$ cat config.mk
export PLATFORM = sky130hd
export DESIGN_NAME = pose_settle_controller_unit
export DESIGN_NICKNAME = d
export VERILOG_FILES = /design/src/hw/rtl/psc_pkg.sv /design/src/hw/rtl/pose_settle_controller_unit.sv
export SDC_FILE = /design/constraint.sdc
export NUM_CORES = 2
export LEC_CHECK = 0
export CAP_MARGIN = 15
export CORE_ASPECT_RATIO = 0.7
export CORE_MARGIN = 5
export CORE_UTILIZATION = 50
export CTS_BUF_LIST = sky130_fd_sc_hd__clkbuf_16
export DETAILED_ROUTE_END_ITERATION = 6
export DONT_BUFFER_PORTS = 1
export HOLD_SLACK_MARGIN = 0.08
export SYNTH_ARGS = -nofsm -noshare
export SYNTH_HDL_FRONTEND = slang
export SYNTH_SLANG_ARGS = --single-unit
$ cat constraint.sdc
create_clock -name clk -period 15.6 [get_ports clk]
set_input_delay 0.78 -clock clk [delete_from_list [all_inputs] [get_ports clk]]
set_output_delay 0.78 -clock clk [all_outputs]
set_load 0.1 [all_outputs]
$ cat src/hw/rtl/psc_pkg.sv
// Package: shared types and constants for the pose settle controller.
package psc_pkg;

	localparam int CounterWidthDef = 16;
	localparam int PositionWidthDef = 24;

	localparam logic [1:0] OP_TICK = 2'd0;
	localparam logic [1:0] OP_POSE = 2'd1;
	localparam logic [1:0] OP_HEAD = 2'd2;
	localparam logic [1:0] OP_UNUSED = 2'd3;

	localparam logic [1:0] MODE_TELEOP = 2'd0;
	localparam logic [1:0] MODE_HEAD = 2'd1;
	localparam logic [1:0] MODE_AUTO = 2'd2;

	localparam logic [2:0] REG_X_GAIN = 3'd0;
	localparam logic [2:0] REG_Y_GAIN = 3'd1;
	localparam logic [2:0] REG_H_GAIN = 3'd2;
	localparam logic [2:0] REG_L_STATIC = 3'd3;
	localparam logic [2:0] REG_H_STATIC = 3'd4;
	localparam logic [2:0] REG_L_TOL = 3'd5;
	localparam logic [2:0] REG_H_TOL = 3'd6;
	localparam logic [2:0] REG_SETTLE = 3'd7;

	typedef struct packed {
		logic [1:0] op;
		logic enabled;
		logic autonomous;
		logic signed [23:0] pos_x;
		logic signed [23:0] pos_y;
		logic signed [23:0] pos_yaw;
		logic signed [23:0] goal_x;
		logic signed [23:0] goal_y;
		logic signed [23:0] goal_heading;
	} in_item_t;

	typedef struct packed {
		logic drive_valid;
		logic signed [15:0] drive_x;
		logic signed [15:0] drive_y;
		logic signed [15:0] drive_turn;
		logic goal_reached;
		logic [1:0] mode_now;
	} out_item_t;

	function automatic logic signed [15:0] sat16(input logic signed [42:0] v);
		if (v > 43'sd32767) return 16'sh7fff;
		if (v < -43'sd32768) return 16'sh8000;
		return v[15:0];
	endfunction

endpackage

$ cat src/hw/rtl/pose_settle_controller_unit.sv
// Top level: pose settle controller with a shared multiplier and serial divider.
// Set operations go straight to the output. A control tick forms the errors, runs the
// shared multiplier per axis and forms the commands; unless the goal is reached it then
// updates the settle counters, with a serial divide of COUNTER_WIDTH+17 steps when the
// heading counter advances. One item at a time: ready is low while an item is in work.
// The result waits in an output register; a new item is taken alongside it.
// Reset: asynchronous, clears mode, targets, errors, powers and counters.
module pose_settle_controller_unit #(
	parameter int COUNTER_WIDTH = psc_pkg::CounterWidthDef,
	parameter int POSITION_WIDTH = psc_pkg::PositionWidthDef
) (
	input  logic clk,
	input  logic arst_n,
	input  logic in_valid,
	output logic in_ready,
	input  psc_pkg::in_item_t in_data,
	output logic out_valid,
	input  logic out_ready,
	output psc_pkg::out_item_t out_data,
	input  logic cfg_we,
	input  logic [2:0] cfg_index,
	input  logic [22:0] cfg_wdata
);
	localparam int EW = POSITION_WIDTH + 1;
	localparam int CW = COUNTER_WIDTH;
	localparam int LW = (EW + 17 > 42) ? EW + 17 : 42;
	localparam int TW = ((EW > 23) ? EW : 23) + 1;
	localparam int KW = ((CW > 16) ? CW : 16) + 1;

	typedef enum logic [7:0] {
		S_IDLE  = 8'b00000001,
		S_ERR   = 8'b00000010,
		S_MUL   = 8'b00000100,
		S_HPMUL = 8'b00001000,
		S_CMD   = 8'b00010000,
		S_SETL  = 8'b00100000,
		S_DIV   = 8'b01000000,
		S_OUT   = 8'b10000000
	} state_t;

	state_t state_q;
	logic [15:0] xg_q, yg_q, hg_q, sc_q;
	logic [14:0] ls_q, hs_q;
	logic [22:0] lt_q, ht_q;

	logic [1:0] mode_q;
	logic signed [POSITION_WIDTH-1:0] tgt_q [3];
	logic signed [EW-1:0] err_q [3];
	logic [1:0] lp_q;
	logic [16:0] hp_q;
	logic [CW-1:0] cnt_q [3];
	logic signed [15:0] turn_q;

	psc_pkg::in_item_t it_q;
	logic [1:0] ax_q;
	logic [40:0] mag_q [3];
	logic signed [15:0] cx_q, cy_q;
	logic valid_q, reached_q;
	logic signed [15:0] dx_q, dy_q, dt_q;
	// divider
	logic [CW+16:0] rem_q;
	logic [CW+16:0] quo_q;
	logic [5:0] dstep_q;

	logic ovalid_q;
	psc_pkg::out_item_t odata_q;

	assign in_ready = (state_q == S_IDLE);
	assign out_valid = ovalid_q;
	assign out_data = odata_q;

	// config
	always_ff @(posedge clk or negedge arst_n) begin
		if (!arst_n) begin
			xg_q <= 16'd256; yg_q <= 16'd256; hg_q <= 16'd256;
			ls_q <= '0; hs_q <= '0; lt_q <= 23'd10; ht_q <= 23'd100; sc_q <= 16'd10;
		end else if (cfg_we) begin
			case (cfg_index)
				psc_pkg::REG_X_GAIN: xg_q <= cfg_wdata[15:0];
				psc_pkg::REG_Y_GAIN: yg_q <= cfg_wdata[15:0];
				psc_pkg::REG_H_GAIN: hg_q <= cfg_wdata[15:0];
				psc_pkg::REG_L_STATIC: ls_q <= cfg_wdata[14:0];
				psc_pkg::REG_H_STATIC: hs_q <= cfg_wdata[14:0];
				psc_pkg::REG_L_TOL: lt_q <= cfg_wdata;
				psc_pkg::REG_H_TOL: ht_q <= cfg_wdata;
				psc_pkg::REG_SETTLE: sc_q <= cfg_wdata[15:0];
				default: ;
			endcase
		end
	end

	// shared multiplier: magnitude of error times gain per axis; a separate product of heading mag times power
	logic [EW-1:0] abs_e;
	logic [15:0] gsel;
	logic [14:0] ksel;
	logic [40:0] mul_law;
	logic [57:0] hp_prod;
	logic [LW-1:0] law_sum;
	always_comb begin
		abs_e = err_q[ax_q][EW-1] ? EW'(-err_q[ax_q]) : EW'(err_q[ax_q]);
		case (ax_q)
			2'd0: begin gsel = xg_q; ksel = ls_q; end
			2'd1: begin gsel = yg_q; ksel = ls_q; end
			default: begin gsel = hg_q; ksel = hs_q; end
		endcase
		law_sum = LW'(abs_e) * LW'(gsel) + LW'({ksel, 8'd0});
		mul_law = (law_sum > LW'(42'h100_0000_0000)) ? 41'h100_0000_0000 : law_sum[40:0];
		hp_prod = 58'(mag_q[2]) * 58'(hp_q);
	end

	function automatic logic signed [15:0] lincmd(input logic signed [EW-1:0] e,
			input logic [40:0] m, input logic p);
		logic signed [42:0] v;
		v = 43'($signed({2'b00, m[40:8]}));
		if (!p || e == 0) return 16'sd0;
		return psc_pkg::sat16(e < 0 ? v : -v);
	endfunction

	function automatic logic below_tol(input logic signed [EW-1:0] e,
			input logic [22:0] tol);
		logic [EW-1:0] a;
		a = e[EW-1] ? EW'(-e) : EW'(e);
		return TW'(a) < TW'(tol);
	endfunction

	logic [EW-1:0] abs_a;
	logic [22:0] tol_a;
	logic lt_tol, gt_tol;
	logic [CW-1:0] cnt_inc;
	always_comb begin
		abs_a = err_q[ax_q][EW-1] ? EW'(-err_q[ax_q]) : EW'(err_q[ax_q]);
		tol_a = (ax_q == 2'd2) ? ht_q : lt_q;
		lt_tol = TW'(abs_a) < TW'(tol_a);
		gt_tol = TW'(abs_a) > TW'(tol_a);
		cnt_inc = cnt_q[ax_q] + CW'(1);
	end

	logic [CW+16:0] trial;
	assign trial = {rem_q[CW+15:0], quo_q[CW+16]} - (CW+17)'(sc_q);

	always_ff @(posedge clk or negedge arst_n) begin
		if (!arst_n) begin
			state_q <= S_IDLE;
			mode_q <= psc_pkg::MODE_TELEOP;
			for (int i = 0; i < 3; i++) begin
				tgt_q[i] <= '0; err_q[i] <= '0; cnt_q[i] <= '0;
			end
			lp_q <= '0; hp_q <= '0; turn_q <= '0;
			ovalid_q <= 1'b0;
			ax_q <= '0;
		end else begin
			if (out_valid && out_ready && state_q != S_OUT) ovalid_q <= 1'b0;
			case (state_q)
				S_IDLE: if (in_valid) begin
					it_q <= in_data;
					valid_q <= (in_data.op == psc_pkg::OP_TICK) && !in_data.enabled;
					reached_q <= 1'b0;
					dx_q <= '0; dy_q <= '0; dt_q <= '0;
					case (in_data.op)
						psc_pkg::OP_POSE: begin
							tgt_q[0] <= POSITION_WIDTH'(in_data.goal_x);
							tgt_q[1] <= POSITION_WIDTH'(in_data.goal_y);
							tgt_q[2] <= POSITION_WIDTH'(in_data.goal_heading);
							mode_q <= psc_pkg::MODE_AUTO;
							lp_q <= 2'b11; hp_q <= 17'h10000;
							state_q <= S_OUT;
						end
						psc_pkg::OP_HEAD: begin
							tgt_q[2] <= POSITION_WIDTH'(in_data.goal_heading);
							mode_q <= psc_pkg::MODE_HEAD;
							hp_q <= 17'h10000;
							state_q <= S_OUT;
						end
						psc_pkg::OP_TICK: state_q <= S_ERR;
						default: state_q <= S_OUT;
					endcase
				end
				S_ERR: begin
					if (mode_q == psc_pkg::MODE_HEAD || mode_q == psc_pkg::MODE_AUTO)
						err_q[2] <= EW'(tgt_q[2]) - EW'(POSITION_WIDTH'(it_q.pos_yaw));
					if (mode_q == psc_pkg::MODE_AUTO) begin
						err_q[0] <= EW'(tgt_q[0]) - EW'(POSITION_WIDTH'(it_q.pos_x));
						err_q[1] <= EW'(tgt_q[1]) - EW'(POSITION_WIDTH'(it_q.pos_y));
					end
					ax_q <= 2'd0;
					state_q <= S_MUL;
				end
				S_MUL: begin
					mag_q[ax_q] <= (err_q[ax_q] == 0) ? 41'd0 : mul_law;
					if (ax_q == 2'd2) state_q <= S_HPMUL;
					else ax_q <= ax_q + 2'd1;
				end
				S_HPMUL: begin
					if (mode_q == psc_pkg::MODE_HEAD || mode_q == psc_pkg::MODE_AUTO)
						turn_q <= psc_pkg::sat16(err_q[2] < 0 ?
							-$signed({9'd0, hp_prod[57:24]}) :
							$signed({9'd0, hp_prod[57:24]}));
					cx_q <= lincmd(err_q[0], mag_q[0], lp_q[0]);
					cy_q <= lincmd(err_q[1], mag_q[1], lp_q[1]);
					state_q <= S_CMD;
				end
				S_CMD: begin
					ax_q <= 2'd2;
					if (mode_q == psc_pkg::MODE_AUTO && lp_q == 2'b00 && hp_q == '0) begin
						lp_q <= 2'b11; hp_q <= 17'h10000;
					end
					if (mode_q == psc_pkg::MODE_AUTO && lp_q == 2'b00 && hp_q == '0 &&
						below_tol(err_q[2], ht_q) && below_tol(err_q[1], lt_q) &&
						below_tol(err_q[0], lt_q)) begin
						// goal reached: report the stop and skip the counter update
						mode_q <= psc_pkg::MODE_TELEOP;
						valid_q <= 1'b1; reached_q <= 1'b1;
						dx_q <= '0; dy_q <= '0; dt_q <= '0;
						state_q <= S_OUT;
					end else begin
						state_q <= S_SETL;
						if (mode_q == psc_pkg::MODE_AUTO && it_q.enabled && it_q.autonomous) begin
							valid_q <= 1'b1;
							dx_q <= cx_q; dy_q <= cy_q; dt_q <= turn_q;
						end
					end
				end
				S_SETL: begin
					// axes in order heading, x, y
					if (lt_tol) begin
						if (KW'(cnt_inc) > KW'(sc_q)) begin
							if (ax_q == 2'd2) hp_q <= '0; else lp_q[ax_q[0]] <= 1'b0;
							cnt_q[ax_q] <= '0;
						end else begin
							cnt_q[ax_q] <= cnt_inc;
							if (ax_q == 2'd2) begin
								rem_q <= '0;
								quo_q <= {1'b0, cnt_inc, 16'd0};
								dstep_q <= '0;
							end
						end
					end else if (gt_tol) cnt_q[ax_q] <= '0;
					if (ax_q == 2'd2 && lt_tol && KW'(cnt_inc) <= KW'(sc_q)) begin
						if (sc_q == '0) begin
							hp_q <= '0; ax_q <= 2'd0;
						end else state_q <= S_DIV;
					end else if (ax_q == 2'd2) ax_q <= 2'd0;
					else if (ax_q == 2'd0) ax_q <= 2'd1;
					else state_q <= S_OUT;
				end
				S_DIV: begin
					// restoring division, one quotient bit per cycle
					if (!trial[CW+16]) begin
						rem_q <= trial;
						quo_q <= {quo_q[CW+15:0], 1'b1};
					end else begin
						rem_q <= {rem_q[CW+15:0], quo_q[CW+16]};
						quo_q <= {quo_q[CW+15:0], 1'b0};
					end
					dstep_q <= dstep_q + 6'd1;
					if (dstep_q == 6'(CW + 16)) begin
						hp_q <= 17'(18'h10000 - 18'({quo_q[CW+15:0],
							!trial[CW+16]} & (CW+17)'(18'h3ffff)));
						ax_q <= 2'd0;
						state_q <= S_SETL;
					end
				end
				S_OUT: if (!ovalid_q || out_ready) begin
					ovalid_q <= 1'b1;
					odata_q.drive_valid <= valid_q;
					odata_q.drive_x <= dx_q;
					odata_q.drive_y <= dy_q;
					odata_q.drive_turn <= dt_q;
					odata_q.goal_reached <= reached_q;
					odata_q.mode_now <= mode_q;
					state_q <= S_IDLE;
				end
				default: state_q <= S_IDLE;
			endcase
		end
	end

	a_ready_idle: assert property (@(posedge clk) disable iff (!arst_n)
		in_ready |-> state_q == S_IDLE) else $error("ready outside idle");
	a_reach_stop: assert property (@(posedge clk) disable iff (!arst_n)
		(out_valid && out_data.goal_reached) |-> (out_data.drive_valid &&
		out_data.mode_now == psc_pkg::MODE_TELEOP)) else $error("reach without stop");
	a_hp_range: assert property (@(posedge clk) disable iff (!arst_n)
		hp_q <= 17'h10000) else $error("heading power above one");
	a_accept_busy: assert property (@(posedge clk) disable iff (!arst_n)
		(in_valid && in_ready) |=> !in_ready) else $error("ready after accept");
endmodule

Word level (Yosys, flattened, before mapping)
Memory sizes are Yosys's and may differ from the RTL's.
Cells that the tools add are included.
{"block": "totals", "ff_bits": 662, "n_memories": 1, "ram_bits": 123, "output_inout_bits": 54, "in_bits": 179, "wordCells": 342}
{"name": "mag_q", "words": 3, "width": 41, "rd": 3, "rd_clocked_by_memory_dff": 0, "wr": 1, "line": "pose_settle_controller_unit.sv:56", "source": "logic [40:0] mag_q [3];"}
{"block": "op_classes", "add_sub_neg": 16, "n_eq_ne": 44, "n_bitwise": 5, "mul": 2, "order_cmp": 21, "n_reduce_logical": 66, "mux": 142}
{"op": "two-way mux 16 bit", "count": 26}
{"op": "two-way mux 17 bit", "count": 9}
{"op": "two-way mux 25 bit", "count": 6}
{"op": "two-way mux 48 bit", "count": 3}
{"op": "greater-than comparator 43 x 16 -> 1 bit, second input constant", "count": 3}
{"op": "less-than comparator 43 x 16 -> 1 bit, second input constant", "count": 3}
{"op": "two-way mux 43 bit", "count": 3}
{"op": "two-way mux 32 bit", "count": 4}
{"op": "case mux 16 bit (2 select lines)", "count": 4}
{"op": "less-than comparator 25 x 23 -> 1 bit", "count": 4}
{"op": "negation 25 bit", "count": 4}
{"op": "two-way mux 33 bit", "count": 3}
{"op": "zero test 32 bit", "count": 3}
{"op": "negation 33 -> 43 bit", "count": 2}
{"op": "two-way mux 41 bit", "count": 2}
{"op": "two-way mux 8 bit", "count": 10}
{"op": "less-than comparator 25 x 1 -> 1 bit, second input constant", "count": 3}
{"op": "subtractor 24 x 24 -> 25 bit", "count": 3}
{"op": "case mux 17 bit (4 select lines)", "count": 1}
{"op": "case mux 33 bit (2 select lines)", "count": 1}
{"op": "case mux 32 bit (2 select lines)", "count": 1}
{"op": "case mux 8 bit (8 select lines)", "count": 1}
{"op": "multiplier 41 x 17 -> 58 bit", "count": 1}
{"op": "binary-select mux 25 bit (select 2 bit)", "count": 1}
{"op": "other kinds (72)", "count": 195}

Longest topological paths before layout
An unclocked memory read counts as a cell.
{"block": "logic_depth", "word_depth": 13, "ltp_mapped": 43, "mapped_depth_nobuf": 39}

Least setup slack after synthesis
Ideal clock, no wire load.
{"block": "synth_timing", "kind": "register to register", "startpoint": "register ax_q[1]", "endpoint": "register dstep_q[0], enable pin", "synth_period_minus_slack_ns": 11.396, "required_time_ns": 14.991, "path_buffers": 5, "setup_slack_ns": 4.204, "t_arrival_ns": 10.787, "path_stages_with_launch": 27, "path_cell_list": "dfrtp_1 buf_2 buf_1 buf_2 buf_1 mux2i_1 nor2_1 a21oi_1 clkbuf_1 nor2_1 xnor2_1 clkinv_1 ha_1 o21a_1 o21a_1 o21a_1 o21a_1 o21a_1 o21a_1 o21a_1 o21ai_0 a21oi_1 o21ai_0 nand4b_1 nor2_1 nand2_1 a21boi_0"}
{"block": "synth_via", "elab_chain_len": 9, "elab_cells_between_ends": 18}
{"item": "from (decl)", "line": "pose_settle_controller_unit.sv:55", "source": "logic [1:0] ax_q;"}
{"item": "from (signal assigned)", "line": "pose_settle_controller_unit.sv:191", "source": "else ax_q <= ax_q + 2'd1;"}
{"item": "inverter 2 -> 3 bit (not written as such)", "line": "pose_settle_controller_unit.sv:131, pose_settle_controller_unit.sv:135"}
{"item": "binary-select mux 25 bit (select 2 bit)", "line": "pose_settle_controller_unit.sv:131", "source": "abs_a = err_q[ax_q][EW-1] ? EW'(-err_q[ax_q]) : EW'(err_q[ax_q]);"}
{"item": "two-way mux 25 bit (not written as such) (2 in a row)", "line": "pose_settle_controller_unit.sv:131"}
{"item": "negation 25 bit", "line": "pose_settle_controller_unit.sv:131"}
{"item": "two-way mux 25 bit", "line": "pose_settle_controller_unit.sv:131"}
{"item": "less-than comparator 25 x 23 -> 1 bit", "line": "pose_settle_controller_unit.sv:133", "source": "lt_tol = TW'(abs_a) < TW'(tol_a);"}
{"item": "!= test 2 bit (no line)"}
{"item": "AND reduction 5 bit (no line) (*)"}
{"item": "to (signal assigned)", "line": "pose_settle_controller_unit.sv:255", "source": "dstep_q <= dstep_q + 6'd1;"}
{"item": "to (decl)", "line": "pose_settle_controller_unit.sv:63", "source": "logic [5:0] dstep_q;"}
Mark *: on every way between the ends. The rest lies on a longest branch, timed or not. The select of a mux whose other input is x is not followed.
A chain may end at the register's enable or synchronous reset.

Final worst setup path
{"block": "layout_timing", "startpoint": "register ax_q[1]", "endpoint": "memory mag_q[0][13], data pin"}
{"block": "layout_via", "elab_chain_len": 11, "elab_cells_between_ends": 17}
{"item": "inverter 2 -> 3 bit (not written as such)", "line": "pose_settle_controller_unit.sv:100, pose_settle_controller_unit.sv:189"}
{"item": "binary-select mux 25 bit (select 2 bit)", "line": "pose_settle_controller_unit.sv:100, pose_settle_controller_unit.sv:189"}
{"item": "two-way mux 25 bit (not written as such) (2 in a row)", "line": "pose_settle_controller_unit.sv:100, pose_settle_controller_unit.sv:189"}
{"item": "negation 25 bit", "line": "pose_settle_controller_unit.sv:100", "source": "abs_e = err_q[ax_q][EW-1] ? EW'(-err_q[ax_q]) : EW'(err_q[ax_q]);"}
{"item": "two-way mux 25 bit", "line": "pose_settle_controller_unit.sv:100"}
{"item": "multiplier 25 x 16 -> 41 bit", "line": "pose_settle_controller_unit.sv:106", "source": "law_sum = LW'(abs_e) * LW'(gsel) + LW'({ksel, 8'd0});"}
{"item": "adder 41 x 23 -> 42 bit", "line": "pose_settle_controller_unit.sv:106"}
{"item": "greater-than comparator 42 x 41 -> 1 bit", "line": "pose_settle_controller_unit.sv:107", "source": "mul_law = (law_sum > LW'(42'h100_0000_0000)) ? 41'h100_0000_0000 : law_sum[40:0];"}
{"item": "two-way mux 41 bit", "line": "pose_settle_controller_unit.sv:107"}
{"item": "two-way mux 41 bit (*)", "line": "pose_settle_controller_unit.sv:189", "source": "mag_q[ax_q] <= (err_q[ax_q] == 0) ? 41'd0 : mul_law;"}
{"item": "to (decl)", "line": "pose_settle_controller_unit.sv:56"}
Marked as above.

==> results.sh <==
export IMPL_critPathCapture="mag_q[0][13]"
export IMPL_worst_slack_ns=3.01
export IMPL_clk_pin_slew_ns=0.06
export IMPL_ant_nets=0
export IMPL_min_period_ns=12.59
export IMPL_worstMarginPinSlew_ns=1.18
export IMPL_io_buffers=0
export IMPL_seq_area_sq_um=21200
export IMPL_drt_iter0_drc=4789
export IMPL_hpwl_um=170000
export IMPL_syn_area_per_cell_sq_um=9.69
export IMPL_relSlewSlack=0.207
export IMPL_yosysTopAreaCell="fa_1"
export IMPL_hold_class="input port to register"
export IMPL_core_sq_um=151000
export IMPL_async_flop_share=0.498
export IMPL_place_gp_congestion=0.944
export IMPL_worst_hold_slack_ns=0.141
export IMPL_ys_flop_type="edfxtp_1"
export IMPL_clk_insertion_delay_late_ns=0.71
export IMPL_grt_pass1_wl_um=347000
export IMPL_area_delta_synth_final_pct=6.33
export IMPL_synthCells=7820
export IMPL_clk_path_buf_depth=3
export IMPL_synth_compound_area_share=0.0829
export IMPL_numCtsBuffers=79
export IMPL_synth_simple_area_share=0.152
export IMPL_final_common_cell="inv_1"
export IMPL_grtUsageTotal=0.284
export IMPL_critical_path_max_stage_delay_ns=1.11
export IMPL_setup_viol=0
export IMPL_skew_ns=0.0469
export IMPL_drv_slew=0
export IMPL_first_pass_iters=6
export IMPL_netlist_top_cells_area="fa_1 (24%), edfxtp_1 (15%), dfrtp_1 (12%), ha_1 (7.7%), inv_1 (6.1%)"
export IMPL_syn_nets=9385
export IMPL_wl_per_cell_um=23.1
export IMPL_dieArea_sq_um=159000
export IMPL_worstSetupPathType="register to register"
export IMPL_htree_levels=3
export IMPL_rsz0062_at_grt="no"
export IMPL_synth_area_sq_um=75700
export IMPL_r2r_start="ax_q[1]"
export IMPL_worstSetupStartpoint="ax_q[1]"
export IMPL_initial_core_util=0.503
export IMPL_vias=54900
export IMPL_synth_top_area_share=0.244
export IMPL_pre_cts_ws_ns=3.10
export IMPL_drive_gt1_frac=0.0761
export IMPL_crit_path_start_kind="register"
export IMPL_drc=0
export IMPL_grt_max_degree=373
export IMPL_final_cell_mix="inv_1 (1247), nand2_1 (1134), fa_1 (922)"
export IMPL_synth_seq_cells=769
export IMPL_period_share=0.807
export IMPL_antenna_found_initial=1
export IMPL_grt_pass1_vias=56600
export IMPL_cpMaxStageDelayCell="dfrtp_4"
export IMPL_cts_root_buffer="clkbuf_16"
export IMPL_synth_seq_area_share=0.280
export IMPL_maxCapViolations=0
export IMPL_synth_top_family_by_area="adder cells"
export IMPL_die_y_um=336
export IMPL_grt_ovfl_total=0
export IMPL_timing_fmax_mhz=79.4
export IMPL_clkSinkCount=769
export IMPL_outcome="finished clean"
export IMPL_layout_nets=9220
export IMPL_hold_viol_final=0
export IMPL_ys_types=100
export IMPL_yosys_area_share_adder=0.320
export IMPL_fillers=13500
export IMPL_die_w_um=475
export IMPL_cts_setup_buffers=0
export IMPL_yosys_warnings=0
export IMPL_worstPathMaxFanout=67
export IMPL_rr_worst_depth=38
export IMPL_synth_enable_flop_cells=386
export IMPL_vias_per_cell=5.65
export IMPL_wirelength_um=224000
export IMPL_row_count=119
export IMPL_rr_endpoint="mag_q[0][13]"
export IMPL_reg2reg_slack_ns=3.01
export IMPL_synth_mux_area_frac=0.0518
export IMPL_crit_required_ns=16.04
export IMPL_arrival_ns=13.03
export IMPL_fin_tns_setup_ns=0
export IMPL_cp_end_kind="register"
export IMPL_cts_tree="yes"
export IMPL_ios=233
export IMPL_multi_input_area_sq_um=48700
export IMPL_synth_xor_area_share=0.0345
-- registers in the layout, indices dropped and copies added (netlist names), 17 cells and up --
| register | cells |
|---|---|
| it_q | 74 |
| cnt_q | 48 |
| quo_q | 33 |
| rem_q | 32 |
| lt_q | 23 |
| hp_q | 17 |
| err_q | 75 |
| mag_q | 107 |
| out_data | 52 |
| ht_q | 23 |
| tgt_q | 72 |
-- kinds of logic (layout without fill, tap and decap cells) --
kind of cell               Yosys count  count (layout)
buffers and inverters             1585            1487
muxes                              358             358
DFF                                769             769
AOI/OAI and AO/OA                  995             995
and+or+nand+nor                   2429            2429
other                                0               1
xor gates and xnor gates           298             298
adders and majority gates         1386            1386
-- Yosys cell counts (18+ instances only) --
library cell / instances
nand2_1: 1136
a31oi_1: 33
o21a_1: 45
ha_1: 464
nand3_1: 71
or2_2: 23
o211ai_1: 18
o21ai_0: 274
mux2i_1: 89
or4_1: 20
o22ai_1: 45
a21boi_0: 29
o21bai_1: 18
nand4_1: 46
nand2b_1: 53
xor2_1: 88
clkbuf_1: 324
xnor2_1: 210
and2_1: 267
inv_1: 1237
or3_1: 48
and3_1: 107
a21o_1: 92
fa_1: 922
a21oi_1: 241
dfrtp_1: 372
mux2_2: 269
edfxtp_1: 386
o31ai_1: 65
nor3_1: 103
nor2_1: 342
nor2b_1: 88
nor3b_1: 18
nor4_1: 54
-- metal layers --
metal  part of all wire  global-route usage  vias up
met5           0.000062                   0        -
met4              0.025              0.0695        2
met3              0.088              0.0651      239
met2               0.43               0.423     1974
met1               0.46               0.421    27700
li1                   -                   -    25000
-- worst max-delay path, delay by kind of cell (launching register included) --
| family | cells | cell delay (ns) |
|---|---|---|
| AO/OA/AOI/OAI | 6 | 1.38 |
| AND/OR/NAND/NOR | 15 | 5.03 |
| XOR/XNOR | 1 | 0.15 |
| flip-flops | 1 | 1.11 |
| multiplexers | 1 | 0.27 |
| buffers and inverters | 7 | 0.74 |
| adder cells (fa/ha/maj) | 8 | 3.60 |
-- repair_timing --
| item | CTS | global route |
|---|---|---|
| endpoints found under the hold margin | 372 | 42 |
| endpoints found under the setup margin | 0 | 0 |
| gates resized for setup | 0 | 0 |
| hold buffers | 2 | 1 |
-- final cells by class --
cell class	count	area share
sequential	769	0.263
clock buffer	81	0.0252
clock inverter	67	0.00789
inverter	1241	0.0578
tap	1996	0.0310
antenna	1	0.0000311
timing repair buffer	98	0.0101
multi-input combinational	5466	0.605
-- metrics by stage --
stage	area, sq um	std cells	utilization
2_1_floorplan	75700	7820	-
3_3_place_gp	77700	9563	0.516
3_5_place_dp	77700	9563	0.516
4_1_cts	80500	9713	0.534
5_1_grt	80500	9718	0.535
6_report	80500	9719	0.535
-- worst min path at each step --
stage | from | slack, ns | endpoint | cells after the start
finish | in_valid | 0.14 | state_q[0] | 1
global route | arst_n | 0.10 | state_q[0] | 1
CTS | arst_n | 0.09 | state_q[0] | 1
detailed placement | dt_q[14] | 0.40 | out_data[17] | 0
global placement | dt_q[12] | 0.40 | out_data[15] | 0
floorplan | dt_q[7] | 0.40 | out_data[10] | 0
Power is left out: the tool's default activity adds up to more than one toggle a clock period on the data nets, which glitch-free logic cannot reach.
